<file path="config.mk">
export PLATFORM = sky130hd
export DESIGN_NAME = mono_threshold_bit_packer
export DESIGN_NICKNAME = d
export VERILOG_FILES = /design/src/hdl/mtbp_pkg.sv /design/src/hdl/mono_threshold_bit_packer.sv /design/src/hdl/mtbp_in_stage.sv /design/src/hdl/mtbp_luma.sv /design/src/hdl/mtbp_pack.sv
export SDC_FILE = /design/constraint.sdc
export NUM_CORES = 1
export LEC_CHECK = 0
export BUFFER_PORTS_ARGS = -buffer_cell sky130_fd_sc_hd__buf_4
export CORE_MARGIN = 3
export CORE_UTILIZATION = 53
export CTS_CLUSTER_DIAMETER = 100
export CTS_CLUSTER_SIZE = 40
export DETAILED_ROUTE_END_ITERATION = 12
export GPL_ROUTABILITY_DRIVEN = 0
export PLACE_DENSITY = 0.82
export SYNTH_ARGS = -nofsm -noshare
export SYNTH_HDL_FRONTEND = slang
export SYNTH_SLANG_ARGS = --single-unit
</file>
<file path="constraint.sdc">
create_clock -name clk_i -period 5.7 [get_ports clk_i]
set_input_delay 1.14 -clock clk_i [delete_from_list [all_inputs] [get_ports clk_i]]
set_output_delay 1.14 -clock clk_i [all_outputs]
set_load 0.02 [all_outputs]
</file>
<file path="src/hdl/mtbp_pkg.sv">
// ----------------------------------------------------------------------------
// mtbp_pkg
// Types and constants shared by the threshold 1bpp packer modules.
// ----------------------------------------------------------------------------
package mtbp_pkg;

  localparam int unsigned COMP_W    = 8;   // one colour component
  localparam int unsigned LEVEL_W   = 9;   // black level register
  localparam int unsigned WBITS_W   = 6;   // word length register
  localparam int unsigned WORD_W    = 32;  // packed output word
  localparam int unsigned CFG_IDX_W = 8;
  localparam int unsigned CFG_DAT_W = 9;
  localparam int unsigned LUMA_W    = 13;  // 32 * 255 fits in 13 bits

  // luma weights, sum of weights is 32
  localparam logic [3:0] W_RED   = 4'd11;
  localparam logic [4:0] W_GREEN = 5'd16;
  localparam logic [2:0] W_BLUE  = 3'd5;
  localparam int unsigned LUMA_SHIFT = 5;

  // register indexes
  localparam logic [CFG_IDX_W-1:0] CFG_BLACK_LEVEL = 8'd0;
  localparam logic [CFG_IDX_W-1:0] CFG_WORD_BITS   = 8'd1;

  localparam logic [LEVEL_W-1:0] BLACK_LEVEL_RST = 9'd128;
  localparam logic [WBITS_W-1:0] WORD_BITS_RST   = 6'd8;

  typedef struct packed {
    logic [COMP_W-1:0] red;
    logic [COMP_W-1:0] green;
    logic [COMP_W-1:0] blue;
    logic              row_end;
  } pix_t;

  typedef struct packed {
    logic black;
    logic row_end;
  } bit_t;

endpackage

</file>
<file path="src/hdl/mono_threshold_bit_packer.sv">
// ----------------------------------------------------------------------------
// mono_threshold_bit_packer
// Threshold RGB pixels to one bit each and pack them MSB-first into words.
// ----------------------------------------------------------------------------
// Input channel (in_valid_i / in_ready_o) moves one pixel and a row end flag
// per transfer. Each pixel with luma (11r + 16g + 5b) / 32 below the black
// level becomes a 1 bit. After word_bits pixels, or at a row end, the word is
// offered on the output channel (out_valid_o / out_ready_i), partial words
// zero-padded in their low bits.
// A pixel that closes a word passes the input register and then the output
// word register before its word shows at out_valid_o.
// Throughput: one pixel per cycle unless stalled, set by the input and output
// word registers, with only the luma sum and bit insert between them.
// Configuration writes (cfg_valid_i / cfg_ready_o) are always taken; index 0
// is black_level, index 1 is word_bits. Write only while no pixel is in flight.
// Reset clears the pixel count, the accumulator and both valid flags and loads
// black_level 128 and word_bits 8.
// When the receiver stalls, the word is held; pixels that do not close a word
// are still taken, and one closing a word waits in the input register.
// ----------------------------------------------------------------------------
module mono_threshold_bit_packer #(
  parameter int unsigned MAX_WORD_BITS = 32
) (
  input  logic                            clk_i,
  input  logic                            rst_ni,
  input  logic                            cfg_valid_i,
  output logic                            cfg_ready_o,
  input  logic [mtbp_pkg::CFG_IDX_W-1:0]  cfg_index_i,
  input  logic [mtbp_pkg::CFG_DAT_W-1:0]  cfg_data_i,
  input  logic                            in_valid_i,
  output logic                            in_ready_o,
  input  logic [mtbp_pkg::COMP_W-1:0]     red_i,
  input  logic [mtbp_pkg::COMP_W-1:0]     green_i,
  input  logic [mtbp_pkg::COMP_W-1:0]     blue_i,
  input  logic                            row_end_i,
  output logic                            out_valid_o,
  input  logic                            out_ready_i,
  output logic [mtbp_pkg::WORD_W-1:0]     packed_word_o
);
  import mtbp_pkg::*;

  logic [LEVEL_W-1:0] black_level_q, black_level_d;
  logic [WBITS_W-1:0] word_bits_q, word_bits_d;

  pix_t pix_in, pix_s1;
  bit_t pix_bit;
  logic s1_valid;
  logic advance;

  assign cfg_ready_o = 1'b1;

  always_comb begin
    black_level_d = black_level_q;
    word_bits_d   = word_bits_q;
    if (cfg_valid_i) begin
      unique case (cfg_index_i)
        CFG_BLACK_LEVEL: black_level_d = cfg_data_i[LEVEL_W-1:0];
        CFG_WORD_BITS:   word_bits_d   = cfg_data_i[WBITS_W-1:0];
        default: ;  // drop writes to unknown registers
      endcase
    end
  end

  always_ff @(posedge clk_i or negedge rst_ni) begin
    if (!rst_ni) begin
      black_level_q <= BLACK_LEVEL_RST;
      word_bits_q   <= WORD_BITS_RST;
    end else begin
      black_level_q <= black_level_d;
      word_bits_q   <= word_bits_d;
    end
  end

  assign pix_in = '{red: red_i, green: green_i, blue: blue_i, row_end: row_end_i};

  mtbp_in_stage u_in_stage (
    .clk_i      (clk_i),
    .rst_ni     (rst_ni),
    .in_valid_i (in_valid_i),
    .in_ready_o (in_ready_o),
    .pix_i      (pix_in),
    .advance_i  (advance),
    .valid_o    (s1_valid),
    .pix_o      (pix_s1)
  );

  mtbp_luma u_luma (
    .pix_i         (pix_s1),
    .black_level_i (black_level_q),
    .bit_o         (pix_bit)
  );

  mtbp_pack #(
    .MAX_WORD_BITS (MAX_WORD_BITS)
  ) u_pack (
    .clk_i         (clk_i),
    .rst_ni        (rst_ni),
    .valid_i       (s1_valid),
    .bit_i         (pix_bit),
    .word_bits_i   (word_bits_q),
    .advance_o     (advance),
    .out_valid_o   (out_valid_o),
    .out_ready_i   (out_ready_i),
    .packed_word_o (packed_word_o)
  );

endmodule

</file>
<file path="src/hdl/mtbp_in_stage.sv">
// ----------------------------------------------------------------------------
// mtbp_in_stage
// Input register: holds one pixel until the packer takes it.
// ----------------------------------------------------------------------------
module mtbp_in_stage (
  input  logic          clk_i,
  input  logic          rst_ni,
  input  logic          in_valid_i,
  output logic          in_ready_o,
  input  mtbp_pkg::pix_t pix_i,
  input  logic          advance_i,
  output logic          valid_o,
  output mtbp_pkg::pix_t pix_o
);
  import mtbp_pkg::*;

  logic valid_q, valid_d;
  pix_t pix_q;

  assign in_ready_o = !valid_q || advance_i;

  always_comb begin
    valid_d = valid_q;
    if (in_ready_o) begin
      valid_d = in_valid_i;
    end
  end

  always_ff @(posedge clk_i or negedge rst_ni) begin
    if (!rst_ni) begin
      valid_q <= 1'b0;
    end else begin
      valid_q <= valid_d;
    end
  end

  always_ff @(posedge clk_i) begin
    if (in_ready_o && in_valid_i) begin
      pix_q <= pix_i;
    end
  end

  assign valid_o = valid_q;
  assign pix_o   = pix_q;

endmodule

</file>
<file path="src/hdl/mtbp_luma.sv">
// ----------------------------------------------------------------------------
// mtbp_luma
// Weighted luma of one pixel and compare against the black level.
// ----------------------------------------------------------------------------
module mtbp_luma (
  input  mtbp_pkg::pix_t                pix_i,
  input  logic [mtbp_pkg::LEVEL_W-1:0]  black_level_i,
  output mtbp_pkg::bit_t                bit_o
);
  import mtbp_pkg::*;

  logic [LUMA_W-1:0] sum;
  logic [COMP_W-1:0] gray;

  always_comb begin
    sum = LUMA_W'(W_RED) * LUMA_W'(pix_i.red)
        + LUMA_W'(W_GREEN) * LUMA_W'(pix_i.green)
        + LUMA_W'(W_BLUE) * LUMA_W'(pix_i.blue);
    gray = sum[LUMA_W-1:LUMA_SHIFT];
    bit_o.black   = {1'b0, gray} < black_level_i;
    bit_o.row_end = pix_i.row_end;
  end

endmodule

</file>
<file path="src/hdl/mtbp_pack.sv">
// ----------------------------------------------------------------------------
// mtbp_pack
// Bit accumulator, pixel count and output word register.
// ----------------------------------------------------------------------------
module mtbp_pack #(
  parameter int unsigned MAX_WORD_BITS = 32
) (
  input  logic                          clk_i,
  input  logic                          rst_ni,
  input  logic                          valid_i,
  input  mtbp_pkg::bit_t                bit_i,
  input  logic [mtbp_pkg::WBITS_W-1:0]  word_bits_i,
  output logic                          advance_o,
  output logic                          out_valid_o,
  input  logic                          out_ready_i,
  output logic [mtbp_pkg::WORD_W-1:0]   packed_word_o
);
  import mtbp_pkg::*;

  localparam int unsigned CW = $clog2(MAX_WORD_BITS);      // stored count, index
  localparam int unsigned LW = $clog2(MAX_WORD_BITS + 1);  // length, count + 1
  localparam logic [WBITS_W:0] MAX_LEN = (WBITS_W+1)'(MAX_WORD_BITS);

  logic [MAX_WORD_BITS-1:0] accum_q, accum_d, accum_set;
  logic [CW-1:0]            cnt_q, cnt_d;
  logic                     out_valid_q, out_valid_d;
  logic [WORD_W-1:0]        word_q, word_next;

  logic [LW-1:0]            len;
  logic [LW-1:0]            cnt_inc;
  logic [CW-1:0]            pos;
  logic                     set_bit;
  logic                     emit;
  logic                     out_free;

  // effective length: zero acts as one, clamp to the accumulator size
  always_comb begin
    priority if (word_bits_i == '0) begin
      len = LW'(1);
    end else if ({1'b0, word_bits_i} > MAX_LEN) begin
      len = LW'(MAX_LEN);
    end else begin
      len = LW'({1'b0, word_bits_i});
    end
  end

  always_comb begin
    cnt_inc   = LW'(cnt_q) + LW'(1);
    set_bit   = bit_i.black && (LW'(cnt_q) < len);
    pos       = CW'(len - cnt_inc);
    accum_set = accum_q;
    if (set_bit) begin
      accum_set = accum_q | ({{(MAX_WORD_BITS-1){1'b0}}, 1'b1} << pos);
    end
    emit      = (cnt_inc >= len) || bit_i.row_end;
    out_free  = !out_valid_q || out_ready_i;
    advance_o = valid_i && (!emit || out_free);
  end

  generate
    if (MAX_WORD_BITS >= WORD_W) begin : g_trunc
      assign word_next = accum_set[WORD_W-1:0];
    end else begin : g_ext
      assign word_next = {{(WORD_W-MAX_WORD_BITS){1'b0}}, accum_set};
    end
  endgenerate

  always_comb begin
    accum_d     = accum_q;
    cnt_d       = cnt_q;
    out_valid_d = out_valid_q && !out_ready_i;
    if (advance_o) begin
      if (emit) begin
        accum_d     = '0;
        cnt_d       = '0;
        out_valid_d = 1'b1;
      end else begin
        accum_d = accum_set;
        cnt_d   = cnt_inc[CW-1:0];
      end
    end
  end

  always_ff @(posedge clk_i or negedge rst_ni) begin
    if (!rst_ni) begin
      accum_q     <= '0;
      cnt_q       <= '0;
      out_valid_q <= 1'b0;
    end else begin
      accum_q     <= accum_d;
      cnt_q       <= cnt_d;
      out_valid_q <= out_valid_d;
    end
  end

  // hold the word while the receiver stalls
  always_ff @(posedge clk_i) begin
    if (advance_o && emit) begin
      word_q <= word_next;
    end
  end

  assign out_valid_o   = out_valid_q;
  assign packed_word_o = word_q;

endmodule

</file>
# [Word level (Yosys, flattened, before mapping)]
# Cells that the tools add are included.
[op_classes] add_sub_neg=4 mul=2 magnitude_cmp=4 eq_ne=1 shifts=1 muxes=7 bitwise_logic=1 n_reduce_logical=17
[ops] op="$mux 32" count=2
[ops] op="$or 32x32->32" count=1
[ops] op="$shl 1x5->32 const A" count=1
[ops] op="$add 12x12->13" count=1
[ops] op="$add 13x11->13" count=1
[ops] op="$mul 4x8->12 const A" count=1
[ops] op="$mux 6" count=2
[ops] op="$mul 3x8->11 const A" count=1
[ops] op="$lt 8x9->1" count=1
[ops] op="$eq 8x1->1 const B" count=1
[ops] op="$logic_not 8->1" count=1
[ops] op="$add 5x1->6 const B" count=1
[ops] op="$ge 6x6->1" count=1
[ops] op="$gt 6x6->1 const B" count=1
[ops] op="$logic_not 6->1" count=1
[ops] op="$lt 5x6->1" count=1
[ops] op="$logic_and 1x1->1" count=5
[ops] op="$mux 5" count=1
[ops] op="$sub 5x5->5" count=1
[ops] op="$logic_not 1->1" count=4
[ops] op="$logic_or 1x1->1" count=4
[ops] op="$reduce_and 2->1" count=2
[ops] op="$mux 1" count=2
[word_totals] regBits=111 input_bits=47 output_inout_bits=35 wordCells=48

# [Logic depth before layout (Yosys ltp)]
# Gate-level depths: netlist of the first run.
[logic_depth] ltp_word=10 mapped_depth=22 ltp_nobuf=21

# [By module]
# From an unflattened synthesis of the first run, not the netlist that was laid out.
[hier_totals] cells_unflattened=518 hier_area_um2=6287.3
[by_module_without_submodules] mod="mtbp_pack" n_inst=1 cells_each=293 area_per_inst_um2=3373.2 seq_area_each_um2=1911.8
[by_module_without_submodules] mod="mtbp_luma" n_inst=1 cells_each=158 area_per_inst_um2=1470.2 seq_area_each_um2=0.0
[by_module_without_submodules] mod="mtbp_in_stage" n_inst=1 cells_each=29 area_per_inst_um2=804.5 seq_area_each_um2=775.7
[by_module_without_submodules] mod="mono_threshold_bit_packer" n_inst=1 cells_each=38 area_per_inst_um2=639.4 seq_area_each_um2=377.9

# [Worst setup path before layout of the first run]
# Ideal clock, no wire load.
[synth_path] path_type="register to register" start="register u_in_stage.pix_q, in the netlist u_in_stage.pix_o[20]" end="register u_pack.word_q[13], in the netlist u_pack.packed_word_o[13] (data pin)" setup_time_ns=0.130 t_arrival_ns=5.356 required_ns=5.570 setup_slack_ns=0.214 path_stages_with_launch=20 n_path_buf=1 period_less_slack_ns=5.486 path_cell_list="edfxtp_1 ha_1 fa_1 fa_1 inv_1 fa_1 inv_1 ha_1 or3_1 o211a_1 a311o_1 a21oi_1 xnor2_1 ha_1 a21oi_1 a21oi_1 a221o_1 nor3b_1 clkbuf_1 a31o_2"
[synth_via] elab_chain_cells=6
[synth_rtl] item="from (decl)" line="mtbp_in_stage.sv:18" text="pix_t pix_q;"
[synth_rtl] item="from (signal assigned)" line="mtbp_in_stage.sv:39" text="pix_q <= pix_i;"
[synth_rtl] item="$mul 4x8->12" line="mtbp_luma.sv:16" text="sum = LUMA_W'(W_RED) * LUMA_W'(pix_i.red)"
[synth_rtl] item="$add 12x12->13" line="mtbp_luma.sv:17" text="+ LUMA_W'(W_GREEN) * LUMA_W'(pix_i.green)"
[synth_rtl] item="$add 13x11->13" line="mtbp_luma.sv:18" text="+ LUMA_W'(W_BLUE) * LUMA_W'(pix_i.blue);"
[synth_rtl] item="$lt 8x9->1" line="mtbp_luma.sv:20" text="bit_o.black = {1'b0, gray} < black_level_i;"
[synth_rtl] item="$logic_and 1x1->1" line="mtbp_pack.sv:49" text="set_bit = bit_i.black && (LW'(cnt_q) < len);"
[synth_rtl] item="$mux 32" line="mtbp_pack.sv:52" text="if (set_bit) begin"
[synth_rtl] item="named net u_pack.accum_set[13]" line="mtbp_pack.sv:24" text="logic [MAX_WORD_BITS-1:0] accum_q, accum_d, accum_set;"
[synth_rtl] item="to (signal assigned)" line="mtbp_pack.sv:99" text="word_q <= word_next;"
[synth_rtl] item="to (decl)" line="mtbp_pack.sv:27" text="logic [WORD_W-1:0] word_q, word_next;"
# The timed path passes the listed nets, and every way through them passes these cells.
# A chain may end at the register's enable or synchronous reset.

# [Final worst setup path of the first run]
[layout_path] start="register u_in_stage.pix_q, in the netlist u_in_stage.pix_o[23]" end="register u_pack.accum_q[7]"
[layout_via] elab_chain_cells=7
[layout_rtl] item="$mul 4x8->12" line="mtbp_luma.sv:16"
[layout_rtl] item="$add 12x12->13" line="mtbp_luma.sv:17"
[layout_rtl] item="$add 13x11->13" line="mtbp_luma.sv:18"
[layout_rtl] item="$lt 8x9->1" line="mtbp_luma.sv:20"
[layout_rtl] item="$logic_and 1x1->1" line="mtbp_pack.sv:49"
[layout_rtl] item="$mux 32" line="mtbp_pack.sv:52"
[layout_rtl] item="$mux 32" line="mtbp_pack.sv:73" text="if (emit) begin"
[layout_rtl] item="to (signal assigned)" line="mtbp_pack.sv:90" text="accum_q <= accum_d;"
[layout_rtl] item="to (decl)" line="mtbp_pack.sv:24"
# Every way passes these cells.

==> results of run 1 <==
==> what timing repair did <==
action / CTS / global route
endpoints found under the hold margin: 0 / 0
buffers inserted: 0 / 9
setup endpoints to repair: 0 / 41
resized for setup: 0 / 4
==> cells by family (layout without fill, tap and decap cells) <==
| family | Yosys count | in the layout | synth area share, % |
|---|---|---|---|
| fa+ha+maj | 80 | 80 | 19.55 |
| mux | 8 | 8 | 1.472 |
| xor+xnor | 12 | 12 | 1.717 |
| buf+inv | 78 | 170 | 4.907 |
| simple gates | 77 | 77 | 7.667 |
| flops | 111 | 111 | 50.09 |
| other cells | 1 | 1 | 0.06128 |
| compound gates | 109 | 109 | 14.54 |
==> sequential cells by signal, indices dropped and copies added (netlist names) <==
| signal | count |
|---|---|
| u_pack.accum_q | 32 |
| u_pack.out_valid_o | 1 |
| black_level_q | 9 |
| u_in_stage.valid_o | 1 |
| u_pack.cnt_q | 5 |
| u_in_stage.pix_o | 25 |
| u_pack.packed_word_o | 32 |
| word_bits_q | 6 |
==> area by class of cell <==
class	count	share of cell area (%)
clock buffer	11	3.325
tap	140	2.399
sequential	111	41.99
multi-input combinational	287	38.08
clock inverter	5	0.5827
timing repair buffer	94	10.54
inverter	60	3.085
==> power by group through the flow <==
stage	registers (mW)	clock network [mW]	logic, mW
5_1_grt	1.11	0.657	2.65
2_1_floorplan	1.20	0	1.53
6_report	1.09	0.613	2.38
4_1_cts	1.09	0.619	2.24
3_3_place_gp	1.10	0	2.13
3_5_place_dp	1.11	0	2.19
==> critical path: cells and delay by family, from the launching register on <==
family	cells	cell delay, ns
adders and majority gates	6	2.41
AOI/OAI and AO/OA	7	1.48
and+or+nand+nor	2	0.55
DFF	1	0.44
buffers and inverters	4	0.41
xor gates and xnor gates	1	0.12
==> cell usage in the layout, fill, tap and decap left out, types with 3 or more instances in the layout <==
cell,synthesis,routed
buf_4,1,89
inv_1,60,60
edfxtp_1,57,57
ha_1,54,54
dfrtp_1,52,52
a31o_2,32,32
a32o_1,32,32
fa_1,26,26
nand2_1,22,22
o21ai_0,17,17
nor2_1,13,13
clkbuf_16,0,11
xnor2_1,8,8
a21oi_1,9,8
mux2_2,8,8
nand3_1,7,7
nand2b_1,5,5
nor2b_1,5,5
xor2_1,4,4
nor3_2,3,4
and2_1,4,4
nor3b_4,2,3
nor4_4,3,3
o21a_1,3,3
a21o_1,3,3
==> stage by stage <==
stage,setup slack [ns],cells
2_1_floorplan,0.2140,476
3_3_place_gp,0.2823,681
3_5_place_dp,0.1647,681
4_1_cts,0.1308,697
5_1_grt,-0.006680,708
6_report,0.1925,708
==> per-layer routing <==
metal / track usage (%) / share of wire (%) / vias up / wire (um)
li1: - / - / 1908 / -
met1: 25.89 / 41 / 2066 / 5127
met2: 32.62 / 51 / 168 / 6492
met3: 4.138 / 6.7 / 19 / 847
met4: 6.490 / 1.5 / 0 / 188
met5: 0 / 0 / - / 0
==> path summary, 6_finish.rpt <==
| path | to | slack, ns |
|---|---|---|
| hold reg to reg | u_pack.accum_q[12]$_DFFE_PN0P_ | 0.50 |
| hold / removal | u_pack.accum_q[12]$_DFFE_PN0P_ | 0.50 |
| max in group asynchronous | u_pack.accum_q[2]$_DFFE_PN0P_ | 4.42 |
| setup / recovery | u_pack.accum_q[7]$_DFFE_PN0P_ | 0.19 |
| setup reg to reg | u_pack.accum_q[7]$_DFFE_PN0P_ | 0.19 |
| min in group asynchronous | black_level_q[3]$_DFFE_PN0P_ | 0.82 |
==> results.toml, run 1 <==
[critical_path]
path_cells = "ha_1 > fa_1 > fa_1 > inv_1 > fa_1 > inv_1 > ha_1 > or3_1 > o211a_1 > a311o_1 > a21oi_2 > xnor2_1 > ha_1 > a21oi_1 > a21oi_1 > a221o_1 > nor3b_4 > buf_6 > clkbuf_16 > a32o_1"
worst_ep_required_time_ns = 5.98
crit_arrival_ns = 5.79
reg2reg_depth = 20
critical_path.endpoint_type = "flip-flop"
crit_path_start_kind = "flip-flop"
slowest_stage = "fa_1"
cp_max_fo = 16
r2r-start = "u_in_stage.pix_o[23]$_DFFE_PP_"
startpoint = "u_in_stage.pix_o[23]$_DFFE_PP_"
max_stage_delay_ns = 0.55
worstSetupPathType = "reg2reg"

[sta]
fin_tns_setup_ns = 0
tightest_slew_ns = 1.305
clock_skew_ns = 0.009975
layout_min_cycle_time_ns = 5.507
finalHoldViolations = 0
slew_headroom_pct = 12.70
max_clock_freq_mhz = 181.6
timing.final.crit_share_pct = 96.62
setup_viol_count_final = 0
slew_viol_final = 0
timing.hold.ws_ns = 0.4997

[clocking]
clockBufferDepth = 2
cts-buffers-inserted = 9
cts_tree = "done"
clk_latency_ns = 0.35
cts_root_buf = "clkbuf_16"
clk_pin_slew_ns = 0.07
htreeDepth = 3
clkSinkCount = 111
cts_hold_buf = 0

[global_route]
grt_max_degree = 55
overflow = 0
grt_pass1_vias = 4162
antenna_found_initial = 0
grt_pass1_wl_um = 20070
grt_util_all_layers_pct = 19.60

[detailed_routing]
drtAntennaViolNets = 0
wl_per_cell_um = 17.87
num_vias = 4161
via_per_inst = 5.877
drt-pass1-iter-count = 5
drc = 0
drtIter0Drc = 242
routed_wl_um = 12660

[synth]
yosys-top-cells-area = "edfxtp_1 (28%), dfrtp_1 (21%), ha_1 (11%)"
async_flop_share_pct = 48.65
ys_top_cells_by_count = "inv_1 (60), edfxtp_1 (57), ha_1 (54)"
ys_ff_latch = 111
syn-num-nets = 603
synth_most_common_cell = "inv_1"
syn_inst = 476
netlist_area_sq_um = 6120
ys_types = 48
synth_ff_type = "edfxtp_1"
synth_seq_area_share_pct = 50.09
synth_top_area_share_pct = 27.97
syn_avg_cell_area_sq_um = 12.86
synth_edf_count = 57
yosysWarnings = 0
post-synth-top-area-cell = "edfxtp_1"

[layout]
drive_gt1_share_pct = 29.58
multiInputGateArea_sq_um = 2780
antennaDiodeCount = 0
final_core_util_pct = 65.90
area_delta_synth_final_pct = 19.30
fillCellCount = 804
num-nets-final = 690
register_area_sq_um = 3065
design_area_sq_um = 7301

[power_and_ir_drop]
power.share.clock_pct = 15.0
power_density_nw_per_um2 = 559.4
pwr-share-comb_pct = 58.3
ir_worst_vdd_uv = 335.9
power.total_mw = 4.084
seq_power_share_pct = 26.7
swShare_pct = 43.55
p_leak_nw = 3.347
internal_power_mw = 2.305
netSwitchingPower_mw = 1.779

[outcome]
status = "finished clean"

[min_path]
holdPathStages = 1
worstHoldPathType = "reg2reg"
hp-start = "u_pack.accum_q[12]$_DFFE_PN0P_"

[placed_design]
post_dp_cell_area_sq_um = 6878
dpl.hpwl_um = 8512
port_buffers = 80

[floorplanning]
die_h_um = 113.5
start_util_pct = 55.24
fp.dieW_um = 113.5
die-area_sq_um = 12870
core_sq_um = 11080
placementRows = 38
ios = 82

[run]
cap_violations = 0
No activity file was read; power rests on OpenSTA's default activity.
==> run 2, diff against run 1 <==
Settings changed: PLACE_DENSITY 0.82 to default, PLACE_DENSITY_LB_ADDON from default to 0.05.
==> run 2 against run 1 <==
Sequential share of layout area grew 0.36 points. Design area shrank 0.86%. Total power shrank 2.6%. Cell count down 0.85%. Core utilization decreased by 0.56 points. Global-route usage fell by 0.75 points. Routed wire length down 9.8%. Combinational power fell by 3%. Via count is 4.7% lower. Largest power group unchanged.
==> results.toml, run 2 (synthesized netlist as in run 1, its figures left out) <==
[sta]
fin_tns_setup_ns = 0
max_clock_freq_mhz = 182.2
slew_viol_final = 0
finalHoldViolations = 0
slew_headroom_pct = 18.53
layout_min_cycle_time_ns = 5.489
finalWorstSetupSlack_ns = 0.2111
tightest_slew_ns = 1.218
clock_skew_ns = 0.009834
timing.final.crit_share_pct = 96.30
setup_viol_count_final = 0

[power_and_ir_drop]
power_density_nw_per_um2 = 549.5
ir_worst_vdd_uv = 277.1
p_leak_nw = 3.318

[global_route]
grt_pass1_vias = 3994
antenna_found_initial = 0
overflow = 0
grt_pass1_wl_um = 19110
grt_max_degree = 55
grt_util_all_layers_pct = 18.85

[floorplanning]
placementRows = 38
ios = 82
die-area_sq_um = 12870
core_sq_um = 11080
start_util_pct = 55.24
fp.dieW_um = 113.5
die_h_um = 113.5

[layout]
drive_gt1_share_pct = 29.18
mostFrequentLayoutCell = "buf_4"
antennaDiodeCount = 0
multiInputGateArea_sq_um = 2789
fillCellCount = 839
final_cell_mix = "buf_4 (85), inv_1 (60), edfxtp_1 (57)"
num-nets-final = 684
area_delta_synth_final_pct = 18.28
register_area_sq_um = 3065

[min_path]
holdPathStages = 1
hp-start = "u_pack.accum_q[28]$_DFFE_PN0P_"
worstHoldPathType = "reg2reg"
min_to = "u_pack.accum_q[28]$_DFFE_PN0P_"

[clocking]
clk_pin_slew_ns = 0.07
clockBufferDepth = 2
cts_root_buf = "clkbuf_16"
cts-buffers-inserted = 9
htreeDepth = 3
clkSinkCount = 111
clk_latency_ns = 0.35
cts_tree = "done"

[critical_path]
worst_ep_required_time_ns = 5.91
path_cells = "ha_1 > fa_1 > fa_1 > inv_1 > fa_1 > inv_1 > ha_1 > or3_1 > o211a_1 > a311o_1 > a21oi_2 > xnor2_1 > ha_1 > a21oi_1 > a21oi_1 > a221o_1 > nor3b_4 > buf_4 > buf_12 > a31o_2"
worstReg2RegEnd = "u_pack.packed_word_o[31]$_DFFE_PP_"
worstSetupPathType = "reg2reg"
cp_max_fo = 16
crit_arrival_ns = 5.70
reg2reg_depth = 20
max_stage_delay_ns = 0.54
crit_path_start_kind = "flip-flop"
r2r_slack_ns = 0.21
critical_path.endpoint_type = "flip-flop"
slowest_stage = "fa_1"
startpoint = "u_in_stage.pix_o[22]$_DFFE_PP_"
r2r-start = "u_in_stage.pix_o[22]$_DFFE_PP_"

[run]
cap_violations = 0

[detailed_routing]
drtIter0Drc = 175
drt-pass1-iter-count = 4
via_per_inst = 5.651
drc = 0
wl_per_cell_um = 16.27
routed_wl_um = 11420
num_vias = 3967
drtAntennaViolNets = 0

[placed_design]
port_buffers = 80
dpl.hpwl_um = 8332
place_ws_ns = 0.1302

[outcome]
status = "finished clean"
## run 2: worst max-delay path, delay by kind of cell, from the launching register on
| family | cells | cell delay (ns) |
|---|---|---|
| adder cells (fa/ha/maj) | 6 | 2.40 |
| AND/OR/NAND/NOR | 2 | 0.56 |
| XOR/XNOR | 1 | 0.13 |
| buffers and inverters | 4 | 0.41 |
| flip-flops | 1 | 0.43 |
| AO/OA/AOI/OAI | 7 | 1.42 |
## run 2: worst max path at each step
stage / to / depth (start not counted)
2_1_floorplan: u_pack.packed_word_o[13]$_DFFE_PP_ / 19
3_3_place_gp: u_pack.packed_word_o[15]$_DFFE_PP_ / 19
3_5_place_dp: u_pack.packed_word_o[31]$_DFFE_PP_ / 19
4_1_cts: u_pack.packed_word_o[31]$_DFFE_PP_ / 19
5_1_grt: u_pack.packed_word_o[23]$_DFFE_PP_ / 20
6_report: u_pack.packed_word_o[31]$_DFFE_PP_ / 20
## run 2: metal layers
layer / routed length [um] / up-vias / GRT usage (%)
li1: - / 1895 / -
met1: 4689 / 1983 / 23.98
met2: 6114 / 80 / 32.66
met3: 484 / 9 / 2.865
met4: 132 / 0 / 7.292
met5: 0 / - / 0
## run 2: layout make-up
cell class | instances | area share (%)
clock buffers | 10 | 3.302
well taps | 140 | 2.420
multi-input cells | 287 | 38.53
clock inverters | 6 | 0.5704
flip-flops and latches | 111 | 42.35
inverters | 60 | 3.111
repair buffers | 88 | 9.715
## run 2: power breakdown
| group | switching [mW] | internal, mW | total, mW |
|---|---|---|---|
| Combinational | 1.37 | 0.926 | 2.30 |
| Sequential | 0.0613 | 1.02 | 1.08 |
| Clock | 0.282 | 0.310 | 0.592 |
| Total | 1.72 | 2.26 | 3.98 |
## run 2: stage by stage
stage | hold WS [ns] | cells | cell area [sq um] | total power [mW] | utilization, %
floorplan | 0.4668 | 476 | 6120 | 2.726 | -
global placement | 0.4749 | 682 | 6885 | 3.280 | 62.15
detailed placement | 0.4817 | 682 | 6885 | 3.337 | 62.15
CTS | 0.4981 | 698 | 7166 | 3.947 | 64.68
global route | 0.5043 | 702 | 7238 | 4.334 | 65.34
finish | 0.4959 | 702 | 7238 | 3.977 | 65.34
## run 2: what timing repair did
action | CTS | global route
hold buffers | 0 | 0
endpoints found under the setup margin | 0 | 48
buffers inserted | 0 | 3
gates resized for setup | 0 | 4
==> run 3, diff against run 2 <==
Settings changed: CELL_PAD_IN_SITES_DETAIL_PLACEMENT from default to 0, CELL_PAD_IN_SITES_GLOBAL_PLACEMENT from default to 1, CORE_UTILIZATION 53 to 43, SETUP_SLACK_MARGIN from default to 0.15.
==> run 3 against run 2 <==
Non-clock buffer count rose by 19. Total power rose by 15%. Via count is 2.6% higher. Design area is 8.1% higher. Critical path depth is 1 higher. Critical path type unchanged.
==> results.toml, run 3 (synthesized netlist as in run 1, its figures left out) <==
[outcome]
status = "finished clean"

[layout]
register_area_sq_um = 3065
multiInputGateArea_sq_um = 3058
mostFrequentLayoutCell = "buf_4"
drive_gt1_share_pct = 34.08
final_cell_mix = "buf_4 (94), inv_1 (58), edfxtp_1 (57)"
num-nets-final = 703
antennaDiodeCount = 0
final_core_util_pct = 57.70
fillCellCount = 1121
design_area_sq_um = 7823
area_delta_synth_final_pct = 27.83
stdcell_count = 757

[power_and_ir_drop]
power_density_nw_per_um2 = 584.7
netSwitchingPower_mw = 1.955
power.share.clock_pct = 14.2
p_leak_nw = 3.519
ir_worst_vdd_uv = 285.8
internal_power_mw = 2.619
pwr-share-comb_pct = 62.0
seq_power_share_pct = 23.8
swShare_pct = 42.74

[critical_path]
max_stage_delay_ns = 0.51
crit_buf_inv = 6
worstSetupPathDepth = 21
critical_path.endpoint_type = "flip-flop"
path_cells = "ha_1 > fa_1 > fa_1 > inv_2 > fa_1 > inv_1 > ha_2 > or3_4 > o211a_4 > a311o_1 > buf_4 > xor2_1 > ha_1 > nand4b_1 > a21o_1 > a31oi_4 > buf_6 > nor3_4 > buf_6 > buf_12 > a31o_2"
worstSetupPathType = "reg2reg"
worst_path_most_repeated_cell = "fa_1"
crit_arrival_ns = 5.65
worst_ep_required_time_ns = 5.80
cp_max_fo = 8
crit_path_start_kind = "flip-flop"
slowest_stage = "fa_1"
path_delay_family = "adder cells"
reg2reg_depth = 21

[detailed_routing]
drtIter0Drc = 251
routed.top_layer = "met4"
route.met2.wl_um = 6599
drc = 0
via_per_inst = 5.378
wl_per_cell_um = 16.75
drt-pass1-iter-count = 4
wl_met3_um = 378
routed_wl_um = 12680
met1_length_um = 5438
num_vias = 4071
drtAntennaViolNets = 0

[global_route]
overflow = 0
antenna_found_initial = 0
grt_max_degree = 55
grt_util_all_layers_pct = 16.37
grt_pass1_vias = 4232
grt_pass1_wl_um = 20660

[floorplanning]
die_h_um = 125.3
placementRows = 42
start_util_pct = 45.14
die-area_sq_um = 15700
core_sq_um = 13560
ios = 82
fp.dieW_um = 125.3

[clocking]
clk_pin_slew_ns = 0.08
htreeDepth = 3
clockBufferDepth = 2
clk_latency_ns = 0.35
clkSinkCount = 111
cts_tree = "done"
cts_hold_buf = 0
cts-buffers-inserted = 9
cts_root_buf = "clkbuf_16"

[placed_design]
dpl.hpwl_um = 8621
dp_cells = 718
post_dp_cell_area_sq_um = 6930
port_buffers = 80

[sta]
tightest_slew_ns = 1.345
rsz0062_at_grt = "yes"
setup_viol_count_final = 0
timing.final.crit_share_pct = 97.22
max_clock_freq_mhz = 180.5
clock_skew_ns = 0.01059
finalHoldViolations = 0
slew_headroom_pct = 9.990
slew_viol_final = 0
layout_min_cycle_time_ns = 5.542

[min_path]
worstHoldPathType = "reg2reg"
holdPathStages = 1

[run]
cap_violations = 0
==> run 3: cell types whose count changed in the layout (fill, tap and decap cells not counted), moves of 3 or more <==
| cell | change |
|---|---|
| ha_1 | -7 |
| buf_12 | +3 |
| a31o_4 | +20 |
| buf_4 | +9 |
| buf_6 | +4 |
| ha_4 | +4 |
| a31o_2 | -20 |
| ha_2 | +3 |
| clkinv_2 | -3 |
==> run 3: path summary, 6_finish.rpt <==
kind | start | to | slack (ns)
setup reg to reg | u_in_stage.pix_o[7]$_DFFE_PP_ | u_pack.packed_word_o[26]$_DFFE_PP_ | 0.16
min in group asynchronous | rst_ni | u_pack.cnt_q[2]$_DFFE_PN0P_ | 0.84
hold reg to reg | u_pack.accum_q[3]$_DFFE_PN0P_ | u_pack.accum_q[3]$_DFFE_PN0P_ | 0.50
max in group asynchronous | rst_ni | u_pack.accum_q[4]$_DFFE_PN0P_ | 4.40
hold / removal | u_pack.accum_q[3]$_DFFE_PN0P_ | u_pack.accum_q[3]$_DFFE_PN0P_ | 0.50
setup / recovery | u_in_stage.pix_o[7]$_DFFE_PP_ | u_pack.packed_word_o[26]$_DFFE_PP_ | 0.16
==> run 3: power groups by stage <==
stage          Sequential (mW)  Clock, mW  Combinational [mW]
2_1_floorplan             1.20          0                1.53
3_3_place_gp              1.10          0                2.21
3_5_place_dp              1.11          0                2.24
4_1_cts                   1.09      0.668                2.45
5_1_grt                   1.11      0.702                3.16
6_report                  1.09      0.648                2.84
==> run 3: what timing repair did <==
action                                  in CTS  in global routing
gates cloned                                 2                  3
setup buffers                                8                 11
gates resized for setup                      6                 44
pin swaps                                    7                 22
endpoints found under the setup margin      24                 64
endpoints found under the hold margin        0                  0
==> run 3: layout make-up <==
class	count	share of cell area [%]
multi-input cells	287	39.09
inverters	60	2.879
clock buffers	11	3.247
well taps	176	2.815
clock inverters	5	0.7198
repair buffers	107	12.06
flip-flops and latches	111	39.19
==> run 3: worst register-to-register path, delay by kind of cell (launching register included) <==
kind            cells  cell delay, ns
xor+xnor            1            0.14
flops               1            0.41
buf+inv             6            0.65
simple gates        3            0.51
compound gates      5            1.28
fa+ha+maj           6            2.32
==> run 3: stage by stage <==
stage / TNS, ns / setup WS (ns) / power [mW] / hold slack (ns)
after detailed placement: 0 / 0.1347 / 3.347 / 0.4826
after global placement: 0 / 0.2311 / 3.314 / 0.4752
after floorplan: 0 / 0.2140 / 2.726 / 0.4668
after CTS: 0 / 0.1515 / 4.207 / 0.5025
after global routing: -0.7686 / -0.04378 / 4.971 / 0.5181
final: 0 / 0.1585 / 4.574 / 0.5009
==> run 3: metal layers <==
layer  up-vias  global-route usage (%)
met1      2037                   20.53
li1       1937                       -
met5         -                       0
met4         0                   6.633
met3        17                   2.559
met2        80                   28.41
